==> config.mk <==
export PLATFORM = sky130hd
export DESIGN_NAME = uvs_div
export DESIGN_NICKNAME = d
export VERILOG_FILES = /design/src/rtl/core/uvs_div.sv
export SDC_FILE = /design/constraint.sdc
export NUM_CORES = 2
export LEC_CHECK = 0
export ABC_AREA = 1
export ABC_CLOCK_PERIOD_IN_PS = 4500
export BUFFER_PORTS_ARGS = -buffer_cell sky130_fd_sc_hd__buf_2
export CAP_MARGIN = 25
export CELL_PAD_IN_SITES_DETAIL_PLACEMENT = 0
export CELL_PAD_IN_SITES_GLOBAL_PLACEMENT = 1
export CORE_MARGIN = 5
export CORE_UTILIZATION = 40
export DETAILED_ROUTE_END_ITERATION = 12
export PLACE_DENSITY = 0.61
export SYNTH_ARGS = -nofsm -noshare
export SYNTH_HDL_FRONTEND = slang
export SYNTH_SLANG_ARGS = --single-unit
==> constraint.sdc <==
create_clock -name i_clk -period 4.5 [get_ports i_clk]
set_clock_uncertainty 0.2 [all_clocks]
set_input_delay 0 -clock i_clk [delete_from_list [all_inputs] [get_ports i_clk]]
set_output_delay 0 -clock i_clk [all_outputs]
set_load 0.02 [all_outputs]
==> src/rtl/core/uvs_div.sv <==
// pipelined restoring divider: quotient of a numerator by a narrow divisor
`timescale 1ns / 1ps
module uvs_div #(
    parameter int NUM_W = 42,
    parameter int DEN_W = 10,
    parameter int TAG_W = 8
) (
    input  logic             i_clk,
    input  logic             i_rst_n,
    input  logic             i_valid,
    input  logic [NUM_W-1:0] i_num,
    input  logic [DEN_W-1:0] i_den,
    input  logic [TAG_W-1:0] i_tag,
    output logic             o_valid,
    output logic [NUM_W-1:0] o_quo,
    output logic [TAG_W-1:0] o_tag
);
    // one quotient bit per stage
    logic             r_vld [NUM_W+1];
    logic [NUM_W-1:0] r_num [NUM_W+1];
    logic [DEN_W:0]   r_rem [NUM_W+1];
    logic [DEN_W-1:0] r_den [NUM_W+1];
    logic [TAG_W-1:0] r_tag [NUM_W+1];

    always_comb begin
        r_vld[0] = i_valid;
        r_num[0] = i_num;
        r_rem[0] = '0;
        r_den[0] = i_den;
        r_tag[0] = i_tag;
    end

    for (genvar s = 0; s < NUM_W; s++) begin : g_stage
        logic [DEN_W:0] n_trial;
        logic           n_ge;
        always_comb begin
            n_trial = {r_rem[s][DEN_W-1:0], r_num[s][NUM_W-1]};
            n_ge    = n_trial >= {1'b0, r_den[s]};
        end
        always_ff @(posedge i_clk) begin
            if (!i_rst_n) begin
                r_vld[s+1] <= 1'b0;
            end else begin
                r_vld[s+1] <= r_vld[s];
            end
            r_rem[s+1] <= n_ge ? (n_trial - {1'b0, r_den[s]}) : n_trial;
            r_num[s+1] <= {r_num[s][NUM_W-2:0], n_ge};
            r_den[s+1] <= r_den[s];
            r_tag[s+1] <= r_tag[s];
        end
    end

    assign o_valid = r_vld[NUM_W];
    assign o_quo   = r_num[NUM_W];
    assign o_tag   = r_tag[NUM_W];
endmodule

# After elaboration in Yosys (flattened, before gate mapping)
# Cells that the tools add are included.
[word_totals]
register_bits = 2962
inputBits = 63
output_inout_bits = 51
wordCells = 333
[op_classes]
addsub = 41
order_cmp = 42
n_mux = 41
[op_table]
columns = ["cell", "n"]
rows = [
  [">= comparator 11 x 10 -> 1 bit", 41],
  ["2-to-1 mux 10 bit", 40],
  ["subtractor 10 bit", 40],
  [">= comparator 1 x 10 -> 1 bit", 1],
  ["subtractor 1 x 10 -> 10 bit", 1],
  ["2-to-1 mux 1 bit", 1],
]

# Depth between registers and ports, before layout
[logic_depth]
word_depth = 2
ltp_mapped = 13
ltp_nobuf = 13

# Least setup slack after synthesis
# OpenSTA, ideal clock, no wires.
[synth_timing]
kind = "register to register"
startpoint = "register r_den[72] in the netlist's numbering"
endpoint = "register r_rem, in the netlist g_stage[36].n_trial[10]"
setup_time_ns = 0.113
arrival_time_ns = 1.476
required_ns = 4.187
setup_slack_ns = 2.711
path_stages_with_launch = 10
path_buffers = 1
synth_period_minus_slack_ns = 1.789
path_cell_list = "dfxtp_1 -> inv_1 -> ha_1 -> nand2_1 -> nand3_1 -> nand2_2 -> nand4_4 -> buf_12 -> nand3_2 -> nand2_1"
[synth_between]
elab_chain_cells = 2
word_cells_on_any_way = 3
cone_classes = "1 x add/sub; 1 x order compare; 1 x mux"
[synth_lines]
columns = ["element", "line_no", "rtl"]
rows = [
  ["start, declared", "22", "logic [DEN_W-1:0] r_den [NUM_W+1];"],
  ["start signal, assigned by index", "48", "r_den[s+1] <= r_den[s];"],
  [">= comparator 11 x 10 -> 1 bit", "38", "n_ge = n_trial >= {1'b0, r_den[s]};"],
  ["named net g_stage[35].n_ge", "35", "logic n_ge;"],
  ["2-to-1 mux 10 bit", "46", "r_rem[s+1] <= n_ge ? (n_trial - {1'b0, r_den[s]}) : n_trial;"],
  ["end signal, assigned by index", "46", ""],
  ["end, declared", "21", "logic [DEN_W:0] r_rem [NUM_W+1];"],
]
# The timed path passes the listed nets, and every way through them passes these cells.
# A chain may end at the register's enable or synchronous reset.

# Final worst setup path
[layout_timing]
startpoint = "register r_den[162] in the netlist's numbering"
endpoint = "register r_rem, in the netlist g_stage[27].n_trial[9]"
[layout_between]
elab_chain_cells = 2
word_cells_on_any_way = 3
cone_classes = "1 x add/sub; 1 x order compare; 1 x mux"
[layout_lines]
columns = ["element", "line_no"]
rows = [
  ["subtractor 10 bit or >= comparator 11 x 10 -> 1 bit (tied branches)", "46, 38"],
  ["2-to-1 mux 10 bit *", "46"],
]
# Mark *: on every way between the ends. The rest lies on a longest branch, timed or not.

==> impl_metrics.py <==
metrics = {
    "clock_network": {
        "h-tree-depth": 5,
        "insertion_delay_ns": 0.90,
        "cts_buffers": 314,
        "clk_pin_slew_ns": 0.06,
        "cts_sinks": 2962,
        "cts-root-buf": "clkbuf_16",
        "clockBufferDepth": 4,
        "cts_tree": "done",
    },
    "pwr": {
        "intPower_uw": 54400,
        "power_frac_comb_pct": 24.0,
        "power.density_nw_per_um2": 755,
        "vdd_drop_max_uv": 446,
        "p_sw_uw": 24200,
        "power.share.clock_pct": 32.3,
        "sequentialPowerShare_pct": 43.7,
        "swShare_pct": 30.8,
        "p_leak_uw": 0.0508,
    },
    "timing": {
        "slew_headroom_pct": 68.8,
        "hold_violations": 0,
        "hold_ws_ns": 0.0637,
        "setup_slack_ns": 2.10,
        "rsz0062_at_grt": "false",
        "tightest_slew_ns": 0.464,
        "finalCritPeriodShare_pct": 53.4,
        "finalMaxSlewViolations": 0,
        "fmax_ghz": 0.416,
        "setup_violations": 0,
        "finalCriticalPeriod_ns": 2.40,
        "setup_tns_ns": 0,
    },
    "route": {
        "wl_met1_um": 77200,
        "vias": 51700,
        "top_layer": "met4",
        "wl_met3_um": 5660,
        "wl_um": 157000,
        "met2_length_um": 69700,
        "wl_per_cell_um": 12.7,
        "vias_per_cell": 4.17,
        "dr.pass1.iters": 5,
        "drt-initial-drc-count": 2189,
        "detail-route-antenna-nets": 0,
        "drcViolationCount": 0,
    },
    "worst_setup_path": {
        "crit_required_ns": 5.02,
        "crit_path_end_kind": "flop",
        "cp-start-kind": "flop",
        "reg2reg_depth": 10,
        "setup.worst_path.start": "r_den[162]",
        "critical_path.max_fanout": 13,
        "reg2reg_slack_ns": 2.10,
        "crit_type": "flop to flop",
        "rr_startpoint": "r_den[162]",
        "reg2reg_to": "g_stage[27].n_trial[9]",
        "worstPathArrival_ns": 2.92,
        "cp-endpoint": "g_stage[27].n_trial[9]",
    },
    "synthesis": {
        "yosysTopAreaCell": "dfxtp_1",
        "yosysWarnings": 0,
        "synth_seq_cells": 2962,
        "synthesis.area_sq_um": 88700,
        "synth_nets": 9213,
        "yosys-top-cells-count": "dfxtp_1, nand2_1, inv_1",
        "syn_inst": 8698,
        "synth_top_flop_cell": "dfxtp_1",
        "avgSynthCellArea_sq_um": 10.2,
        "synth.top_cell.area_share_pct": 66.8,
        "synthTopCellsByArea": "dfxtp_1, nand2_1, ha_1",
        "synth_cell_types": 37,
        "async_flop_share_pct": 0,
        "yosysMostFrequentCell": "dfxtp_1",
        "seq_area_frac_synth_pct": 66.8,
        "synth_edf_count": 0,
    },
    "cells_and_area": {
        "nets": 9706,
        "layout-drive-gt1-share_pct": 9.55,
        "utilization_pct": 47.3,
        "area_growth_pct": 17.3,
        "fin_area_sq_um": 104000,
        "fill_cells": 20500,
    },
    "floorplan": {
        "die_area_sq_um": 231000,
        "num_rows": 172,
        "core_area_sq_um": 220000,
        "fp.dieW_um": 481,
        "initial_core_util_pct": 40.3,
        "die_y_um": 481,
        "ios": 114,
    },
    "placed_design": {
        "portBuffers": 113,
        "place_ws_ns": 2.02,
        "hpwl_um": 112000,
        "place.gp.congestion": 0.834,
        "place_area_sq_um": 92100,
    },
    "worst_hold_path": {
        "hold_class": "flop to flop",
    },
    "global_route": {
        "grt_pass1_vias": 51800,
        "grt_antenna_before_repair": 3,
        "grt_pass1_wl_um": 262000,
        "grtUsageTotal_pct": 13.7,
        "overflow": 0,
        "grt_max_degree": 42,
    },
    "flow_run": {
        "maxCapViolCount": 0,
    },
    "outcome": {
        "status": "complete, no violations",
    },
}
## cell type report
cell class / count / area [sq um] / share of cell area [%]
flip-flops and latches: 2962 / 59300 / 57.0
multi-input cells: 4415 / 23900 / 23.0
clock buffers: 435 / 9040 / 8.68
inverters: 1226 / 4600 / 4.42
well taps: 2958 / 3700 / 3.56
repair buffers: 272 / 2170 / 2.08
clock inverters: 110 / 1380 / 1.32
diodes: 1 / 2.50 / 0.00240
## metal layers
layer	GRT usage, %	vias to the layer above
met5	0	-
met1	18.7	23000
met2	22.1	677
met4	4.51	0
met3	2.45	339
li1	-	27600
## sequential cells by signal, summed over array words and instances, names as in the netlist
register,cells
r_den,410
o_quo,42
o_tag,8
r_num,1681
g_stage.n_trial,451
r_tag,328
r_vld,41
o_valid,1
## worst min path at each step
stage                startpoint                    end  slack, ns  cells past startpoint
floorplan             i_num[40]  g_stage[1].n_trial[0]      -0.17                      0
global placement      i_num[38]            r_num[1761]       -0.1                      1
detailed placement     i_tag[5]             r_tag[333]       -0.1                      1
CTS                   i_num[37]            r_num[1760]      0.001                      3
global route           i_tag[3]             r_tag[331]       0.03                      3
finish              r_num[1556]            r_num[1515]       0.06                      0
## power groups by stage
stage	registers (uW)	logic [uW]	clock network, uW
2_1_floorplan	33700	15400	0
3_3_place_gp	35000	18900	0
3_5_place_dp	35000	18800	0
4_1_cts	34500	19100	26400
5_1_grt	35000	21900	27500
6_report	34300	18800	25400
## cells in the final DEF (no fill, tap or decap), types with 109 or more instances in the layout
cell type and count:
clkbuf_16 318, nand2_1 2393, dfxtp_1 2962, xor2_1 120, nor2_1 319, ha_1 412, buf_2 113, nand2_2 109
nand3_1 469, a21oi_1 179, inv_1 1173, dlygate4sd3_1 158
## critical path, cell delays in order, from the launching register on
cell and delay [ns]:
dfxtp_1 0.34, inv_1 0.05, ha_1 0.38, nand2_1 0.07, nor2_1 0.24, nand3_1 0.11
and2_1 0.15, nand2_2 0.31, inv_2 0.19, nand2_1 0.09, nand2_1 0.10
## stage by stage
step / power, uW / std cells
3_3_place_gp: 53900 / 11700
4_1_cts: 79900 / 12400
3_5_place_dp: 53800 / 11700
2_1_floorplan: 49100 / 8698
5_1_grt: 84300 / 12400
6_report: 78500 / 12400
## logic make-up after synthesis
family | share of synthesized area, %
compound gates | 1.71
flops | 66.8
buf+inv | 6.21
simple gates | 17.3
xor+xnor | 1.19
fa+ha+maj | 6.71
## what timing repair did
| item | CTS | global route |
|---|---|---|
| hold buffers | 159 | 0 |
| resized for setup | 0 | 0 |
| setup buffers | 0 | 0 |
| endpoints found under the hold margin | 112 | 0 |
Power figures use the tool's default switching activity.
