### src/rtl/core/uvs_pkg.sv
// shared types, constants and helpers for the uv sphere vertex generator
`timescale 1ns / 1ps
package uvs_pkg;

    localparam int IDX_W   = 8;
    localparam int ANG_W   = 32;
    localparam int CORD_W  = 34;
    localparam int MAX_ITER = 24;
    localparam logic signed [CORD_W-1:0] CORDIC_GAIN = 34'sd652032874;

    // register addresses (byte address / 4)
    localparam logic [1:0] REG_RADIUS = 2'd0;
    localparam logic [1:0] REG_SLICES = 2'd1;
    localparam logic [1:0] REG_STACKS = 2'd2;

    typedef struct packed {
        logic [IDX_W-1:0] stack_index;
        logic [IDX_W-1:0] slice_index;
    } t_vtx_req;

    typedef struct packed {
        logic signed [15:0] pos_x;
        logic signed [15:0] pos_y;
        logic signed [15:0] pos_z;
        logic signed [15:0] norm_x;
        logic signed [15:0] norm_y;
        logic signed [15:0] norm_z;
        logic signed [15:0] tan_x;
        logic signed [15:0] tan_z;
        logic [15:0]        tex_u;
        logic [15:0]        tex_v;
        logic               bad_index;
    } t_vtx_res;

    // per-vertex control that rides along the pipeline
    typedef struct packed {
        logic        bad;
        logic        top;
        logic        bottom;
        logic [14:0] radius;
        logic [15:0] tex_u;
        logic [15:0] tex_v;
    } t_vtx_ctl;

    // arctangent table in binary turns
    function automatic logic [ANG_W-1:0] atan_turn(input logic [4:0] i);
        logic [ANG_W-1:0] a;
        case (i)
            5'd0:  a = 32'h20000000;
            5'd1:  a = 32'h12E4051E;
            5'd2:  a = 32'h09FB385B;
            5'd3:  a = 32'h051111D4;
            5'd4:  a = 32'h028B0D43;
            5'd5:  a = 32'h0145D7E1;
            5'd6:  a = 32'h00A2F61E;
            5'd7:  a = 32'h00517C55;
            5'd8:  a = 32'h0028BE53;
            5'd9:  a = 32'h00145F2F;
            5'd10: a = 32'h000A2F98;
            5'd11: a = 32'h000517CC;
            5'd12: a = 32'h00028BE6;
            5'd13: a = 32'h000145F3;
            5'd14: a = 32'h0000A2FA;
            5'd15: a = 32'h0000517D;
            5'd16: a = 32'h000028BE;
            5'd17: a = 32'h0000145F;
            5'd18: a = 32'h00000A30;
            5'd19: a = 32'h00000518;
            5'd20: a = 32'h0000028C;
            5'd21: a = 32'h00000146;
            5'd22: a = 32'h000000A3;
            5'd23: a = 32'h00000051;
            default: a = '0;
        endcase
        return a;
    endfunction

endpackage

### src/rtl/core/uvs_cordic.sv
// pipelined rotation cordic giving cosine and sine in q1.30
`timescale 1ns / 1ps
module uvs_cordic #(
    parameter int ITERS = 16
) (
    input  logic                           i_clk,
    input  logic                           i_rst_n,
    input  logic                           i_valid,
    input  logic [uvs_pkg::ANG_W-1:0]      i_ang,
    output logic                           o_valid,
    output logic signed [uvs_pkg::CORD_W-1:0] o_cos,
    output logic signed [uvs_pkg::CORD_W-1:0] o_sin
);
    import uvs_pkg::*;

    logic                     r_vld  [ITERS+1];
    logic signed [CORD_W-1:0] r_x    [ITERS+1];
    logic signed [CORD_W-1:0] r_y    [ITERS+1];
    logic signed [ANG_W:0]    r_z    [ITERS+1];
    logic                     r_flip [ITERS+1];
    logic [ANG_W-1:0]         n_ang;
    logic                     n_flip;

    // fold left half plane by half a turn
    always_comb begin
        n_flip = (i_ang + 32'h40000000) >= 32'h80000000;
        n_ang  = n_flip ? i_ang - 32'h80000000 : i_ang;
        r_vld[0]  = i_valid;
        r_x[0]    = CORDIC_GAIN;
        r_y[0]    = '0;
        r_z[0]    = {n_ang[ANG_W-1], n_ang};
        r_flip[0] = n_flip;
    end

    for (genvar s = 0; s < ITERS; s++) begin : g_iter
        logic signed [CORD_W-1:0] n_dx;
        logic signed [CORD_W-1:0] n_dy;
        logic signed [ANG_W:0]    n_a;
        always_comb begin
            n_dx = r_y[s] >>> s;
            n_dy = r_x[s] >>> s;
            n_a  = {1'b0, atan_turn(5'(s))};
        end
        always_ff @(posedge i_clk) begin
            if (!i_rst_n) begin
                r_vld[s+1] <= 1'b0;
            end else begin
                r_vld[s+1] <= r_vld[s];
            end
            if (!r_z[s][ANG_W]) begin
                r_x[s+1] <= r_x[s] - n_dx;
                r_y[s+1] <= r_y[s] + n_dy;
                r_z[s+1] <= r_z[s] - n_a;
            end else begin
                r_x[s+1] <= r_x[s] + n_dx;
                r_y[s+1] <= r_y[s] - n_dy;
                r_z[s+1] <= r_z[s] + n_a;
            end
            r_flip[s+1] <= r_flip[s];
        end
    end

    assign o_valid = r_vld[ITERS];
    assign o_cos   = r_flip[ITERS] ? -r_x[ITERS] : r_x[ITERS];
    assign o_sin   = r_flip[ITERS] ? -r_y[ITERS] : r_y[ITERS];
endmodule

### config.mk
export PLATFORM = sky130hd
export DESIGN_NAME = uvs_cordic
export DESIGN_NICKNAME = d
export VERILOG_FILES = /design/src/rtl/core/uvs_pkg.sv /design/src/rtl/core/uvs_cordic.sv
export SDC_FILE = /design/constraint.sdc
export NUM_CORES = 2
export LEC_CHECK = 0
export BUFFER_PORTS_ARGS = -buffer_cell sky130_fd_sc_hd__buf_2
export CORE_AREA = 4 4 609 611
export DETAILED_ROUTE_END_ITERATION = 12
export DIE_AREA = 0 0 613 615
export PLACE_DENSITY = 0.54
export SKIP_CTS_REPAIR_TIMING = 1
export SLEW_MARGIN = 10
export SYNTH_ARGS = -nofsm -noshare
export SYNTH_HDL_FRONTEND = slang
export SYNTH_SLANG_ARGS = --single-unit
### constraint.sdc
create_clock -name i_clk -period 6.3 [get_ports i_clk]
set_input_delay 1.26 -clock i_clk [delete_from_list [all_inputs] [get_ports i_clk]]
set_output_delay 1.26 -clock i_clk [all_outputs]
set_load 0.03 [all_outputs]
# ---- Word-level counts from Yosys, hierarchy flattened
# Index checks and enable logic that the tools add are counted.
dict set report totals {
  regBits 1581
  latchBits 0
  ram_bits 0
  rom_bits 0
  out_inout_bits 69
  word_cells 222
  n_memories 0
}
dict set report classes {
  addsub 94
  n_mul 0
  div_mod_pow 0
  order_cmp 1
  n_eq_ne 0
  shifts 0
  muxes 49
  bitwise_logic 0
  reduce_logical 0
}
# operator count
set op_table {}
lappend op_table {{$mux 34} 33}
lappend op_table {{$mux 33} 15}
lappend op_table {{$add 34x19->34} 2}
lappend op_table {{$add 34x20->34} 2}
lappend op_table {{$add 34x21->34} 2}
lappend op_table {{$add 34x22->34} 2}
lappend op_table {{$add 34x23->34} 2}
lappend op_table {{$add 34x24->34} 2}
lappend op_table {{$add 34x25->34} 2}
lappend op_table {{$add 34x26->34} 2}
lappend op_table {{$add 34x27->34} 2}
lappend op_table {{$add 34x28->34} 2}
lappend op_table {{$add 34x29->34} 2}
lappend op_table {{$add 34x30->34} 2}
lappend op_table {{$add 34x31->34} 2}
lappend op_table {{$add 34x32->34} 2}
lappend op_table {{$neg 34->34} 2}
lappend op_table {{$sub 34x19->34} 2}
lappend op_table {{$sub 34x20->34} 2}
lappend op_table {{$sub 34x21->34} 2}
lappend op_table {{$sub 34x22->34} 2}
lappend op_table {{$sub 34x23->34} 2}
lappend op_table {{$sub 34x24->34} 2}
lappend op_table {{$sub 34x25->34} 2}
lappend op_table {{other kinds (45)} 52}

# ---- Logic depth before layout (Yosys ltp)
dict set report logic_depth {
  word_depth 5
  mapped_depth 22
  ltp_nobuf 22
}

# ---- Least setup slack after synthesis
# No wires, ideal clock.
dict set report synth_path {
  path_kind {register to register}
  start {reg r_y, in the netlist g_iter[4].n_dx[0]}
  end {reg r_x, in the netlist g_iter[5].n_dy[28]}
  setup_time_ps 120
  arrival_ps 4372
  required_time_ps 6180
  setup_slack_ps 1808
  stages_incl_launch_ff 23
  n_path_buf 1
  synth_period_minus_slack_ps 4492
  path_cell_list {dfxtp_1 -> inv_1 -> ha_1 -> nand2b_1 -> or4_1 -> nor4_1 -> and2_1 -> nor2b_1 -> clkbuf_1 -> nor2_1 -> xnor2_1 -> ha_1 -> a21o_1 -> a21o_1 -> a21o_1 -> nand3_1 -> nand2_1 -> a2111oi_1 -> nor4_1 -> or3_1 -> a31oi_1 -> a21oi_1 -> xnor2_1}
}
dict set report synth_via {
  elab_chain_cells 2
  word_cells_on_any_way 3
  classes_between {2 x add/sub; 1 x mux}
}
# element line_no
set synth_lines {}
lappend synth_lines {{from (decl)} uvs_cordic.sv:18} ;# logic signed [CORD_W-1:0] r_y [ITERS+1];
lappend synth_lines {{from (signal, indexed assignment)} uvs_cordic.sv:52} ;# r_y[s+1] <= r_y[s] + n_dy;
lappend synth_lines {{from (signal, indexed assignment)} uvs_cordic.sv:56} ;# r_y[s+1] <= r_y[s] - n_dy;
lappend synth_lines {{$sub 34x30->34 / $add 34x30->34 (equally long branches)} {uvs_cordic.sv:51, uvs_cordic.sv:55}}
lappend synth_lines {{$mux 34 (*)} uvs_cordic.sv:50} ;# if (!r_z[s][ANG_W]) begin
lappend synth_lines {{to (signal, indexed assignment)} uvs_cordic.sv:51} ;# r_x[s+1] <= r_x[s] - n_dx;
lappend synth_lines {{to (signal, indexed assignment)} uvs_cordic.sv:55} ;# r_x[s+1] <= r_x[s] + n_dx;
lappend synth_lines {{to (decl)} uvs_cordic.sv:17} ;# logic signed [CORD_W-1:0] r_x [ITERS+1];
# Every way passes the cells marked *; elsewhere a longest branch is shown, timed or not.
# A chain may end at the register's enable or synchronous reset.

# ---- Worst setup path after layout
dict set report layout_path {
  start {reg r_y[1] (netlist name)}
  end {out o_sin[28] (netlist name)}
}
dict set report layout_via {
  elab_chain_cells 2
}
# element line_no
set layout_lines {}
lappend layout_lines {{$neg 34->34} uvs_cordic.sv:65} ;# assign o_sin = r_flip[ITERS] ? -r_y[ITERS] : r_y[ITERS];
lappend layout_lines {{$mux 34} uvs_cordic.sv:65}
lappend layout_lines {{to (decl)} uvs_cordic.sv:12} ;# output logic signed [uvs_pkg::CORD_W-1:0] o_sin
# Every way passes these cells.

==> qor.csv <==
stage,metric,value,unit
run_status,status,completed,
routing,iteration count of the initial detailed-routing pass,6,
logic_synthesis,most area-hungry cell type in the Yosys netlist,dfxtp_1,
logic_synthesis,sequential-to-total area share from yosys stat,27.3,%
global_route,antenna violations before repair,3,
logic_synthesis,number of synthesized flops with an enable pin,0,
critical_path,critical path class,reg2out,
timing,min cycle time layout,5540,ps
place,Post-Place Worst Slack,1100,ps
timing,RSZ-0062 raised after global routing,no,
cts,H-tree depth,4,
cts,CTS tree,yes,
place,GP Congestion,0.873,
min_path,Hold Path Stages,0,
timing,setup violators final,0,
cells_and_area,Nets,14500,
die,Initial Util,30.0,%
critical_path,reg2reg end,g_iter[5].n_dy[28],
routing,Detailed Route WL,286000,um
min_path,HP Class,reg2reg,
logic_synthesis,post-synth cell types,98,
logic_synthesis,"FFs w/ async S/R, synth",0,%
routing,residual DRC count,0,
routing,highest metal used,met4,
critical_path,RR Startpoint,g_iter[4].n_dx[0],
timing,setup TNS,0,ps
logic_synthesis,#FFs+latches synth,1492,
cells_and_area,"commonest non-fill, non-tap cell in the layout",dfxtp_1,
routing,Vias,89300,
timing,final setup skew,89.8,ps
logic_synthesis,most common flop cell mapped by yosys,dfxtp_1,
critical_path,R2R cell count,21,
global_route,GRT Overall Usage,14.7,%
timing,fmax,180,MHz
routing,met2 WL,141000,um
timing,Final Hold Fails,0,
critical_path,crit-path max FO,6,
die,Core Area,365000,um^2
routing,wire length on met1,129000,um
critical_path,Crit. End Element,primary output,
cts,root buf cell,clkbuf_16,
logic_synthesis,Post-Synthesis Net Count,14300,
global_route,number of global-route vias before repair,85700,
routing,Routed Antenna Nets,0,
global_route,total gr overflow,0,
timing,WHS,274,ps
critical_path,crit start category,flop,
routing,Iteration-0 DRC Markers,4772,
cts,CTS Buf Count,182,
routing,Avg Vias per Cell,4.96,
cells_and_area,"commonest cells after routing, fill and taps aside","1477 x dfxtp_1, 1444 x a21oi_1, 1386 x ha_1, 1265 x xnor2_1, 1129 x nor2_1",
die,I/O pins,104,
die,Die Span Y,615,um
cells_and_area,Layout area overhead,11.5,%
die,Die X,613,um
logic_synthesis,Post-Syn Area,109000,um^2
die,Core Rows,222,
die,DIE AREA,377000,um^2
timing,worst-margin pin slew,1000,ps
critical_path,"Arr. time, crit path",4280,ps
critical_path,worst reg-to-reg setup slack,1000,ps
cts,TritonCTS Sinks,1492,
cts,"Reg clk slew, reported paths",60,ps
job,total of max-cap violations,0,
cts,Clock Path Buffers,4,
logic_synthesis,syn_area_per_cell,8.50,um^2
timing,crit share post-route,88.0,%
cts,clk_lat worst skew,850,ps
place,port bufs,103,
global_route,global-route wire length before repair,461000,um
global_route,largest net degree at the start of global routing,69,
min_path,hold endpoint,r_z[99],
timing,Max Slew Vio Count,0,
critical_path,WP data required,5040,ps
timing,worst setup margin,756,ps
place,Post-DP HPWL,233000,um
cells_and_area,Post-Route Utilization,33.4,%
min_path,Hold Path Origin,r_z[132],
routing,WL per Instance,15.9,um
logic_synthesis,Synth Instances,12900,
cells_and_area,layout cell share with drive strength beyond 1,4.80,%
timing,Rel. slew slack,33.3,%
routing,Routed met3 length,7960,um
logic_synthesis,Ys Warns,0,
logic_synthesis,top cell type's share of synthesized area,27.3,%
logic_synthesis,"top cells by area, synth","dfxtp_1 27%, ha_1 16%, xnor2_1 10%",
## routing by layer
metal	track usage (%)	vias up
li1	-	46600
met1	18.2	41000
met2	26.6	1251
met3	1.52	393
met4	4.14	0
met5	0	-
## worst max-delay path: stages, from the launching register on
cell and delay, ps:
dfxtp_1 310, inv_1 90, ha_1 160, nand2_1 70, or3_1 340, or3_4 370, or3_4 410, or4_4 480
or4_4 540, o21ai_0 230, xnor2_1 200, buf_2 250
## layout make-up
cell class / instances / area, um^2
fillers: 38400 / 243000
multi-input cells: 10600 / 76800
flip-flops and latches: 1492 / 29900
well taps: 4816 / 6030
clock buffers: 238 / 5140
inverters: 548 / 2060
clock inverters: 86 / 1080
repair buffers: 160 / 943
diodes: 3 / 7.51
## cell usage after synthesis, types with 120 or more instances
cell type and instances:
inv_1 544, clkbuf_1 133, a31oi_1 129, xnor2_1 1265
and3_1 120, dfxtp_1 1492, nand3_1 227, o21ai_0 572
o21bai_1 155, nor2b_1 179, nor3_1 320, nand2b_1 197
nor2_1 1129, a211oi_1 121, a21o_1 676, ha_1 1386
a21oi_1 1444, o21a_1 211, xor2_1 627, nand2_1 607
## flip-flops by register name, indices dropped and copies added (netlist names)
register     count
r_y            152
o_valid          1
g_iter.n_dx    359
r_flip          16
g_iter.n_dy    336
r_z            461
r_x            152
r_vld           15
## worst max path at each step
stage | start | end | slack [ps] | cells past startpoint
CTS | r_y[1] | o_sin[28] | 680 | 11
global placement | g_iter[4].n_dx[0] | g_iter[5].n_dy[28] | 970 | 21
floorplan | g_iter[4].n_dx[0] | g_iter[5].n_dy[28] | 1810 | 22
finish | r_y[1] | o_sin[28] | 760 | 11
detailed placement | g_iter[4].n_dx[0] | g_iter[5].n_dy[28] | 1100 | 21
global route | g_iter[15].n_dx[7] | r_x[33] | 440 | 19
## cells by family after synthesis
group	share of synthesized area, %
adder cells (fa/ha/maj)	16.7
XOR/XNOR	15.2
flip-flops	27.3
AND/OR/NAND/NOR	15.0
other	0.00343
buffers and inverters	2.48
multiplexers	1.14
AO/OA/AOI/OAI	22.3
## through the flow
stage               instance area [um^2]  cells
finish                            122000  18000
global route                      122000  18000
CTS                               122000  18000
detailed placement                116000  17700
global placement                  116000  17700
floorplan                         109000  12900
Power is not shown: default switching activity piles up to over one toggle a cycle in this logic, so the estimate is an artifact.
